**config.mk**
```make
export PLATFORM = sky130hd
export DESIGN_NAME = s8ok_cbrt
export DESIGN_NICKNAME = d
export VERILOG_FILES = /design/src/sv/s8ok_pkg.sv /design/src/sv/s8ok_cbrt.sv
export SDC_FILE = /design/constraint.sdc
export NUM_CORES = 2
export LEC_CHECK = 0
export BUFFER_PORTS_ARGS = -buffer_cell sky130_fd_sc_hd__buf_4
export CORE_MARGIN = 1
export CORE_UTILIZATION = 40
export DETAILED_ROUTE_END_ITERATION = 16
export GPL_TIMING_DRIVEN = 0
export PLACE_DENSITY = 0.62
export SLEW_MARGIN = 20
export SYNTH_ARGS = -nofsm -noshare
export SYNTH_HDL_FRONTEND = slang
export SYNTH_SLANG_ARGS = --single-unit
```
**constraint.sdc**
```tcl
create_clock -name clock -period 10.2 [get_ports clock]
set_input_delay 0.51 -clock clock [delete_from_list [all_inputs] [get_ports clock]]
set_output_delay 0.51 -clock clock [all_outputs]
set_load 0.02 [all_outputs]
```
**src/sv/s8ok_pkg.sv**
```systemverilog
`default_nettype none
// ----------------------------------------------------------------------------
// s8ok_pkg: shared types and constants for the srgb8 to oklch converter
// transaction structs, matrix coefficients, angle table, transfer curve table
// ----------------------------------------------------------------------------
package s8ok_pkg;

   typedef struct packed {
      logic [7:0] red;
      logic [7:0] green;
      logic [7:0] blue;
   } req_type;

   typedef struct packed {
      logic [15:0] lightness;
      logic [14:0] chroma;
      logic [15:0] hue;
   } rsp_type;

   // widest linear value, for the largest supported fraction width
   localparam int LIN_MAX_W = 25;
   typedef logic [255:0][LIN_MAX_W-1:0] lin_tab_type;

   localparam logic [15:0] THR_RESET = 16'd1;

   // matrix coefficients are integers over 1e10
   localparam longint unsigned COEF_DEN  = 64'd10000000000;
   localparam longint unsigned COEF_HALF = 64'd5000000000;
   // floor(2^65 / 1e10) for the reciprocal divide
   localparam longint unsigned RECIP_M   = 64'd3689348814;
   localparam int              RECIP_K   = 65;
   localparam int              MROW_LAT  = 6;
   localparam int              ANGLE_MAX = 24;

   localparam longint LMS_COEF [9] = '{
      64'sd4122214708, 64'sd5363325363, 64'sd514459929,
      64'sd2119034982, 64'sd6806995451, 64'sd1073969566,
      64'sd883024619,  64'sd2817188376, 64'sd6299787005};

   localparam longint LAB_COEF [9] = '{
      64'sd2104542553,  64'sd7936177850,   -64'sd40720468,
      64'sd19779984951, -64'sd24285922050, 64'sd4505937099,
      64'sd259040371,   64'sd7827717662,   -64'sd8086757660};

   localparam logic [31:0] TURN_TAB [ANGLE_MAX] = '{
      32'h20000000, 32'h12E4051D, 32'h09FB385B, 32'h051111D4, 32'h028B0D43,
      32'h0145D7E1, 32'h00A2F61E, 32'h00517C55, 32'h0028BE53, 32'h00145F2E,
      32'h000A2F98, 32'h000517CC, 32'h00028BE6, 32'h000145F3, 32'h0000A2F9,
      32'h0000517C, 32'h000028BE, 32'h0000145F, 32'h00000A2F, 32'h00000517,
      32'h0000028B, 32'h00000145, 32'h000000A2, 32'h00000051};

   localparam longint unsigned ONE31 = 64'd1 << 31;

   // q0.31 product, rounded half up
   function automatic longint unsigned mul31(input longint unsigned a,
                                             input longint unsigned b);
      mul31 = (a * b + (64'd1 << 30)) >> 31;
   endfunction

   function automatic longint unsigned pow5_31(input longint unsigned w);
      longint unsigned w2;
      w2 = mul31(w, w);
      pow5_31 = mul31(mul31(w2, w2), w);
   endfunction

   // srgb transfer curve for all 256 codes, evaluated at elaboration
   function automatic lin_tab_type build_lin_tab(input int frac);
      lin_tab_type     tab;
      longint unsigned c;
      longint unsigned num;
      longint unsigned x;
      longint unsigned z;
      longint unsigned w;
      longint unsigned cand;
      longint unsigned y;
      longint unsigned val;
      for (int ci = 0; ci < 256; ci++) begin
         c = longint'(ci);
         if (c * 100000 <= 1031475) begin
            val = (c * 100 * (64'd2 << frac) + 329460) / 658920;
         end else begin
            num = 1000 * c + 14025;
            x = ((num << 31) + 134512) / 269025;
            if (x > ONE31) x = ONE31;
            z = mul31(x, x);
            w = 0;
            for (int b = 31; b >= 0; b--) begin
               cand = w | (64'd1 << b);
               if (cand <= ONE31 && pow5_31(cand) <= z) w = cand;
            end
            y = mul31(z, w);
            val = (y + (64'd1 << (30 - frac))) >> (31 - frac);
         end
         tab[ci] = LIN_MAX_W'(val);
      end
      build_lin_tab = tab;
   endfunction

endpackage
`default_nettype wire

```
**src/sv/s8ok_cbrt.sv**
```systemverilog
`default_nettype none
// ----------------------------------------------------------------------------
// s8ok_cbrt: cube root lane
// clamps to 0..1.0, then one result bit per stage with running square and cube
// ----------------------------------------------------------------------------
module s8ok_cbrt
   import s8ok_pkg::*;
#(
   parameter int FRAC_BITS = 16
) (
   input  logic                        clock,
   input  logic                        en,
   input  logic signed [FRAC_BITS+3:0] v,
   output logic [FRAC_BITS:0]          root
);

   localparam int F     = FRAC_BITS;
   localparam int OW    = F + 4;
   localparam int RW    = F + 1;
   localparam int R2W   = 2 * F + 2;
   localparam int CW    = 3 * F + 3;
   localparam int STEPS = F + 1;

   localparam logic signed [OW-1:0] ONE_V = {3'b000, 1'b1, {F{1'b0}}};
   localparam logic [RW-1:0]        ONE_R = {1'b1, {F{1'b0}}};

   logic [RW-1:0]  vc_in;
   logic [RW-1:0]  r_ff   [0:STEPS];
   logic [R2W-1:0] r2_ff  [0:STEPS];
   logic [CW-1:0]  r3_ff  [0:STEPS];
   logic [CW-1:0]  tgt_ff [0:STEPS];

   always_comb begin
      if (v < 0) begin
         vc_in = '0;
      end else if (v > ONE_V) begin
         vc_in = ONE_R;
      end else begin
         vc_in = v[F:0];
      end
   end

   always_ff @(posedge clock) begin
      if (en) begin
         r_ff[0]   <= '0;
         r2_ff[0]  <= '0;
         r3_ff[0]  <= '0;
         tgt_ff[0] <= CW'(vc_in) << (2 * F);
      end
   end

   for (genvar k = 0; k < STEPS; k++) begin : g_step
      localparam int B = F - k;
      logic [RW-1:0]  cand_in;
      logic [R2W-1:0] c2_in;
      logic [CW-1:0]  c3_in;
      logic           take_in;

      always_comb begin
         cand_in = r_ff[k] | (RW'(1) << B);
         c2_in   = r2_ff[k] + (R2W'(r_ff[k]) << (B + 1)) + (R2W'(1) << (2 * B));
         c3_in   = r3_ff[k] + (CW'(r2_ff[k]) << B) + (CW'(r2_ff[k]) << (B + 1))
                 + (CW'(r_ff[k]) << (2 * B)) + (CW'(r_ff[k]) << (2 * B + 1))
                 + (CW'(1) << (3 * B));
         // once the root reached 1.0 no candidate fits
         take_in = !r_ff[k][F] && (c3_in <= tgt_ff[k]);
      end

      always_ff @(posedge clock) begin
         if (en) begin
            r_ff[k+1]   <= take_in ? cand_in : r_ff[k];
            r2_ff[k+1]  <= take_in ? c2_in : r2_ff[k];
            r3_ff[k+1]  <= take_in ? c3_in : r3_ff[k];
            tgt_ff[k+1] <= tgt_ff[k];
         end
      end
   end

   assign root = r_ff[STEPS];

endmodule
`default_nettype wire

```
## Word-level counts from Yosys, hierarchy flattened

Memories as Yosys holds them, arrays and structs flattened.
Cells that the tools add are included.

| word-level totals | value |
|---|---|
| input port bits | 22 |
| word-level logic and storage cells | 231 |
| bits in registers | 0 |
| memories | 4 |
| bits in writable memories | 2754 |

| cells by class | value |
|---|---|
| order comparisons | 19 |
| muxes and demuxes | 55 |
| reduce and logical (&&, ||, !) cells | 34 |
| add/subtract/negate cells | 119 |

Memory list:

| name | depth | width | rd ports | clocked after memory_dff | write ports | line | text |
|---|---|---|---|---|---|---|---|
| r3_ff | 18 | 51 | 17 | 0 | 18 | s8ok_cbrt.sv:30 | `logic [CW-1:0] r3_ff [0:STEPS];` |
| tgt_ff | 18 | 51 | 17 | 0 | 18 | s8ok_cbrt.sv:31 | `logic [CW-1:0] tgt_ff [0:STEPS];` |
| r2_ff | 18 | 34 | 17 | 0 | 18 | s8ok_cbrt.sv:29 | `logic [R2W-1:0] r2_ff [0:STEPS];` |
| r_ff | 18 | 17 | 18 | 0 | 18 | s8ok_cbrt.sv:28 | `logic [RW-1:0] r_ff [0:STEPS];` |

Operators by type and width:

| operator | number |
|---|---|
| <= comparator 51 bit | 17 |
| 2-to-1 mux 51 bit | 17 |
| 2-to-1 mux 34 bit | 17 |
| adder 51 x 35 -> 51 bit | 3 |
| adder 51 x 36 -> 51 bit | 3 |
| adder 51 x 37 -> 51 bit | 3 |
| adder 51 x 38 -> 51 bit | 3 |
| adder 51 x 39 -> 51 bit | 3 |
| adder 51 x 40 -> 51 bit | 3 |
| adder 51 x 41 -> 51 bit | 3 |
| adder 51 x 42 -> 51 bit | 3 |
| adder 51 x 43 -> 51 bit | 3 |
| adder 51 x 44 -> 51 bit | 3 |
| adder 51 x 45 -> 51 bit | 3 |
| adder 51 x 46 -> 51 bit | 3 |
| adder 51 x 47 -> 51 bit | 3 |
| adder 51 x 48 -> 51 bit | 3 |
| adder 51 x 49 -> 51 bit | 3 |
| adder 51 x 50 -> 51 bit | 3 |
| adder 51 x 34 -> 51 bit | 2 |
| adder 51 x 1 -> 51 bit, second input constant | 1 |
| adder 51 x 10 -> 51 bit, second input constant | 1 |
| adder 51 x 13 -> 51 bit, second input constant | 1 |
| adder 51 x 16 -> 51 bit, second input constant | 1 |
| 86 further kinds | 122 |

## Longest topological paths before layout

An unclocked memory read counts as a cell.

| logic depth | value |
|---|---|
| depth after elaboration | 9 |
| depth in mapped cells | 34 |
| depth with buffers taken out | 32 |

## Worst setup path after synthesis

OpenSTA, ideal clock, no wires.

| timing | value |
|---|---|
| kind | register to register |
| from | mem r_ff[14][13] (netlist bit) |
| to | mem r2_ff[15][13] (netlist bit) (data pin) |
| arrival | 6.813 ns |
| data required time | 9.938 ns |
| buffers on the path | 1 |
| period minus slack after synthesis | 7.075 ns |
| cell stages (with the launch flop) | 32 |
| path slack | 3.125 ns |
| cells stage by stage | edfxtp_1 inv_1 fa_1 inv_1 fa_1 inv_1 fa_1 inv_1 ha_1 nand3_1 a211oi_1 a21boi_2 o2111ai_2 a211o_1 a21o_1 a21o_1 o21ai_2 nor2b_1 xor2_1 ha_1 a21o_1 a21o_1 a21oi_1 nor2_1 a2111oi_2 nand3_1 nor4b_1 a211oi_1 a311oi_4 nand2_2 buf_6 mux2_1 |

RTL lines:

| element | line |
|---|---|
| start: declaration | s8ok_cbrt.sv:28 |
| end: declaration | s8ok_cbrt.sv:29 |

==> impl_metrics.toml <==
[outcome]
outcome = "finished, final reports clean"

[drt]
wl_um = 184200
dr.pass1.iters = 5
drcViolationCount = 0
via_count = 53140
via_per_inst = 5.162
drtIter0Drc = 2376
antenna_left = 0
wl_per_cell_um = 17.89

[worst_setup_path]
critPathKind = "reg -> reg"
endpoint_kind = "register"
required_ns = 10.77
critPathMaxFanout = 10
cp_num_buf_inv = 6
critPathLaunchType = "register"
critPathSlowestCell = "a31oi_1"
cpPeakStageDelay_ns = 0.61
cp.arrival_ns = 9.59
r2r_end = "r2_ff[16][33]"
r2r_cells = 33
cp_top_family = "compound AO/OA/AOI/OAI gates"
reg2reg_from = "r_ff[15][6]"
rrSetupSlack_ns = 1.18
path_common_cell = "inv_1"

[flow_run]
cap_violations = 0

[power]
power_leakage_nw = 40.17
power.share.sequential_pct = 26.1
p_switching_mw = 9.383
ir_drop_mv = 0.1953
netSwitchingFraction_pct = 41.03
pwr-share-comb_pct = 53.0
power_mw = 22.87
p_int_mw = 13.49
p_per_area_nw_per_um2 = 251.6
power_frac_clock_pct = 20.9

[global_route]
track_usage_pct = 17.62
grt_antenna_before_repair = 1
top_usage_layer = "met2"
grt_pass1_vias = 56110
grtUsageMet3_pct = 1.962
grt_max_degree = 158
gr-usage-met1_pct = 19.96
grt_use_met2_pct = 33.13
gr-total-overflow = 0
grt_pass1_wl_um = 292600

[floorplan]
fp-row-count = 166
initial_core_util_pct = 40.26
core_area_um2 = 204600
num_io_pins = 39
die_h_um = 455.8
die_area_um2 = 207700
die_w_um = 455.8

[synth]
synth.avg_cell_area_um2 = 11.27
synth_top_family_by_area = "adder cells"
synth-compound-area-share_pct = 9.904
ys_async_sr_fraction_pct = 0
syn_inst = 7309
yosys-mux-area-fraction_pct = 2.552
synth-edff-count = 1072
ys_ff_latch = 1072
synth-xor-area-share_pct = 5.987
synth-seq-area-share_pct = 39.09
synth_cell_types = 98
ys.flop_type = "edfxtp_1"
yosysWarnings = 0
synth_fa_ha_area_share_pct = 28.24
netlist_area_um2 = 82360
synthSimpleGateAreaFrac_pct = 8.941

[cts]
cts_hold_buf = 17
cts_buffers = 121
cts_tree = "done"
cts_root_buf = "clkbuf_16"
htreeDepth = 3
cts_num_sinks = 1072
cts_buffer_depth = 3
cts_resized = 0
post_cts_buffers = 0
clk_latency_ns = 0.81
clk_pin_slew_ns = 0.06

[final_layout]
syn_to_final_growth_pct = 10.37
nFillCells = 18890
final_cells = 10290
final_area_um2 = 90900
final_util_pct = 44.43
nNetsFinal = 9105
drive_gt1_share_pct = 6.746

[hold_path]
min_path_cells = 2
min_from = "v[12]"
hp-class = "in -> reg"
hold_path_end = "tgt_ff[0][44]"

[sta]
tightest_slew_ns = 1.110
hold_viol = 0
min_period_ns = 9.020
fin_skew_ns = 0.08175
slew_headroom_pct = 25.02
period_share_pct = 88.44
setup_viol = 0
fmax_mhz = 110.9
fin_hold_ws_ns = 0.1020
timing.final.max_slew_violations = 0
rsz0062_at_grt = "false"

[placement]
placed_area_um2 = 86260
routabilityCongestion = 0.9217
numPortBuffers = 38
post-dp-hpwl_um = 150600
dpl.cell_count = 10050
[metrics by stage]
stage	TNS [ns]	worst slack, ns
floorplan	0	3.125
global placement	-590.62	-0.8745
detailed placement	0	1.109
CTS	0	1.080
global route	0	0.7004
finish	0	1.180
[area by class of cell]
cell class	count	area [um2]	area share [%]
Buffer	107	499.2	0.5492
Multi-Input combinational cell	5106	45830	50.42
Inverter	1026	3851	4.237
Clock buffer	125	3043	3.348
Sequential cell	1072	32190	35.41
Timing Repair Buffer	63	695.7	0.7653
Tap cell	2688	3363	3.700
Antenna cell	1	2.502	0.002753
Clock inverter	106	1419	1.561
[power groups by stage]
stage	Clock, mW	Sequential (mW)	Combinational, mW
after global placement	0	6.15	11.7
final	4.77	5.97	12.1
after global routing	5.04	6.04	13.7
after detailed placement	0	6.07	12.0
after CTS	4.89	5.98	12.1
after floorplan	0	5.84	9.22
[sequential cells by signal, summed over array words and instances, names as in the netlist]
register,flops
tgt_ff,289
r_ff,138
r2_ff,255
r3_ff,390
[logic make-up after synthesis]
kind of cell    Yosys count
fa+ha+maj              1586
simple gates           1485
compound gates         1280
buf+inv                1133
flops                  1072
xor+xnor                563
mux                     189
other cells               1
[routing by layer]
metal	share of wire, %	wire, um	vias to the layer above
met3	2.5	4649	379
met4	4.5	8332	0
met1	41	74720	25910
li1	-	-	26060
met5	0	0	-
met2	52	96470	786
[cells in the mapped netlist (10+ instances only)]
library cell  count  area, um2
mux2i_1          21      210.2
nor4_1           19      118.9
mux2_1           31      349.1
a2111oi_0        12      105.1
o21bai_1         61      457.9
nor2_1          311       1167
or3_1            21      131.4
buf_2            36      180.2
o21ai_1          15      75.07
o21ai_0         312       1562
xnor2_1         349       3057
fa_1            455       9109
o211ai_1         30      225.2
or2_2            23      143.9
a21oi_1         347       1737
inv_1          1023       3840
a211o_1          12      105.1
o31ai_1          28      210.2
o21a_1           58      435.4
ha_1           1131      14150
and4_1           18      157.7
clkbuf_1         59      221.5
nor3_2           11      110.1
a31oi_1          46      287.8
or4_1            11      82.58
a21o_1          193       1449
nor4b_1          10      87.58
nor2b_1          94      588.1
and2_1           79      494.2
nor3b_1          13      97.59
mux2_2          137       1543
nor3_1           90      450.4
nand3_1         133      665.6
nand3b_1         10      75.07
xor2_1          214       1874
and3_1           49      306.5
a211oi_1         48      360.4
edfxtp_1       1072      32190
nand4_1         103      644.4
nand2b_1         48      300.3
nand2_1         427       1603
[layout by cell type (no fill, tap or decap), types with 133 or more instances in the layout]
cell      synthesis  layout
nor2_1          311     311
xor2_1          214     214
fa_1            455     455
a21oi_1         347     347
edfxtp_1       1072    1072
inv_1          1023    1023
xnor2_1         349     349
ha_1           1131    1131
a21o_1          193     193
nand2_1         427     427
o21ai_0         312     312
nand3_1         133     133
mux2_2          137     137
[worst max-delay path by stage]
stage,from,endpoint,slack (ns),cells past startpoint
final,r_ff[15][6],r2_ff[16][33],1.18,33
after global routing,r_ff[15][6],r2_ff[16][33],0.70,33
after detailed placement,r_ff[15][6],r2_ff[16][33],1.11,33
after global placement,en,r_ff[17][0],-0.87,1
after floorplan,r_ff[14][13],r2_ff[15][13],3.12,31
after CTS,r_ff[15][6],r2_ff[16][33],1.08,33
Note: power is estimated with default switching activity, not from simulation.
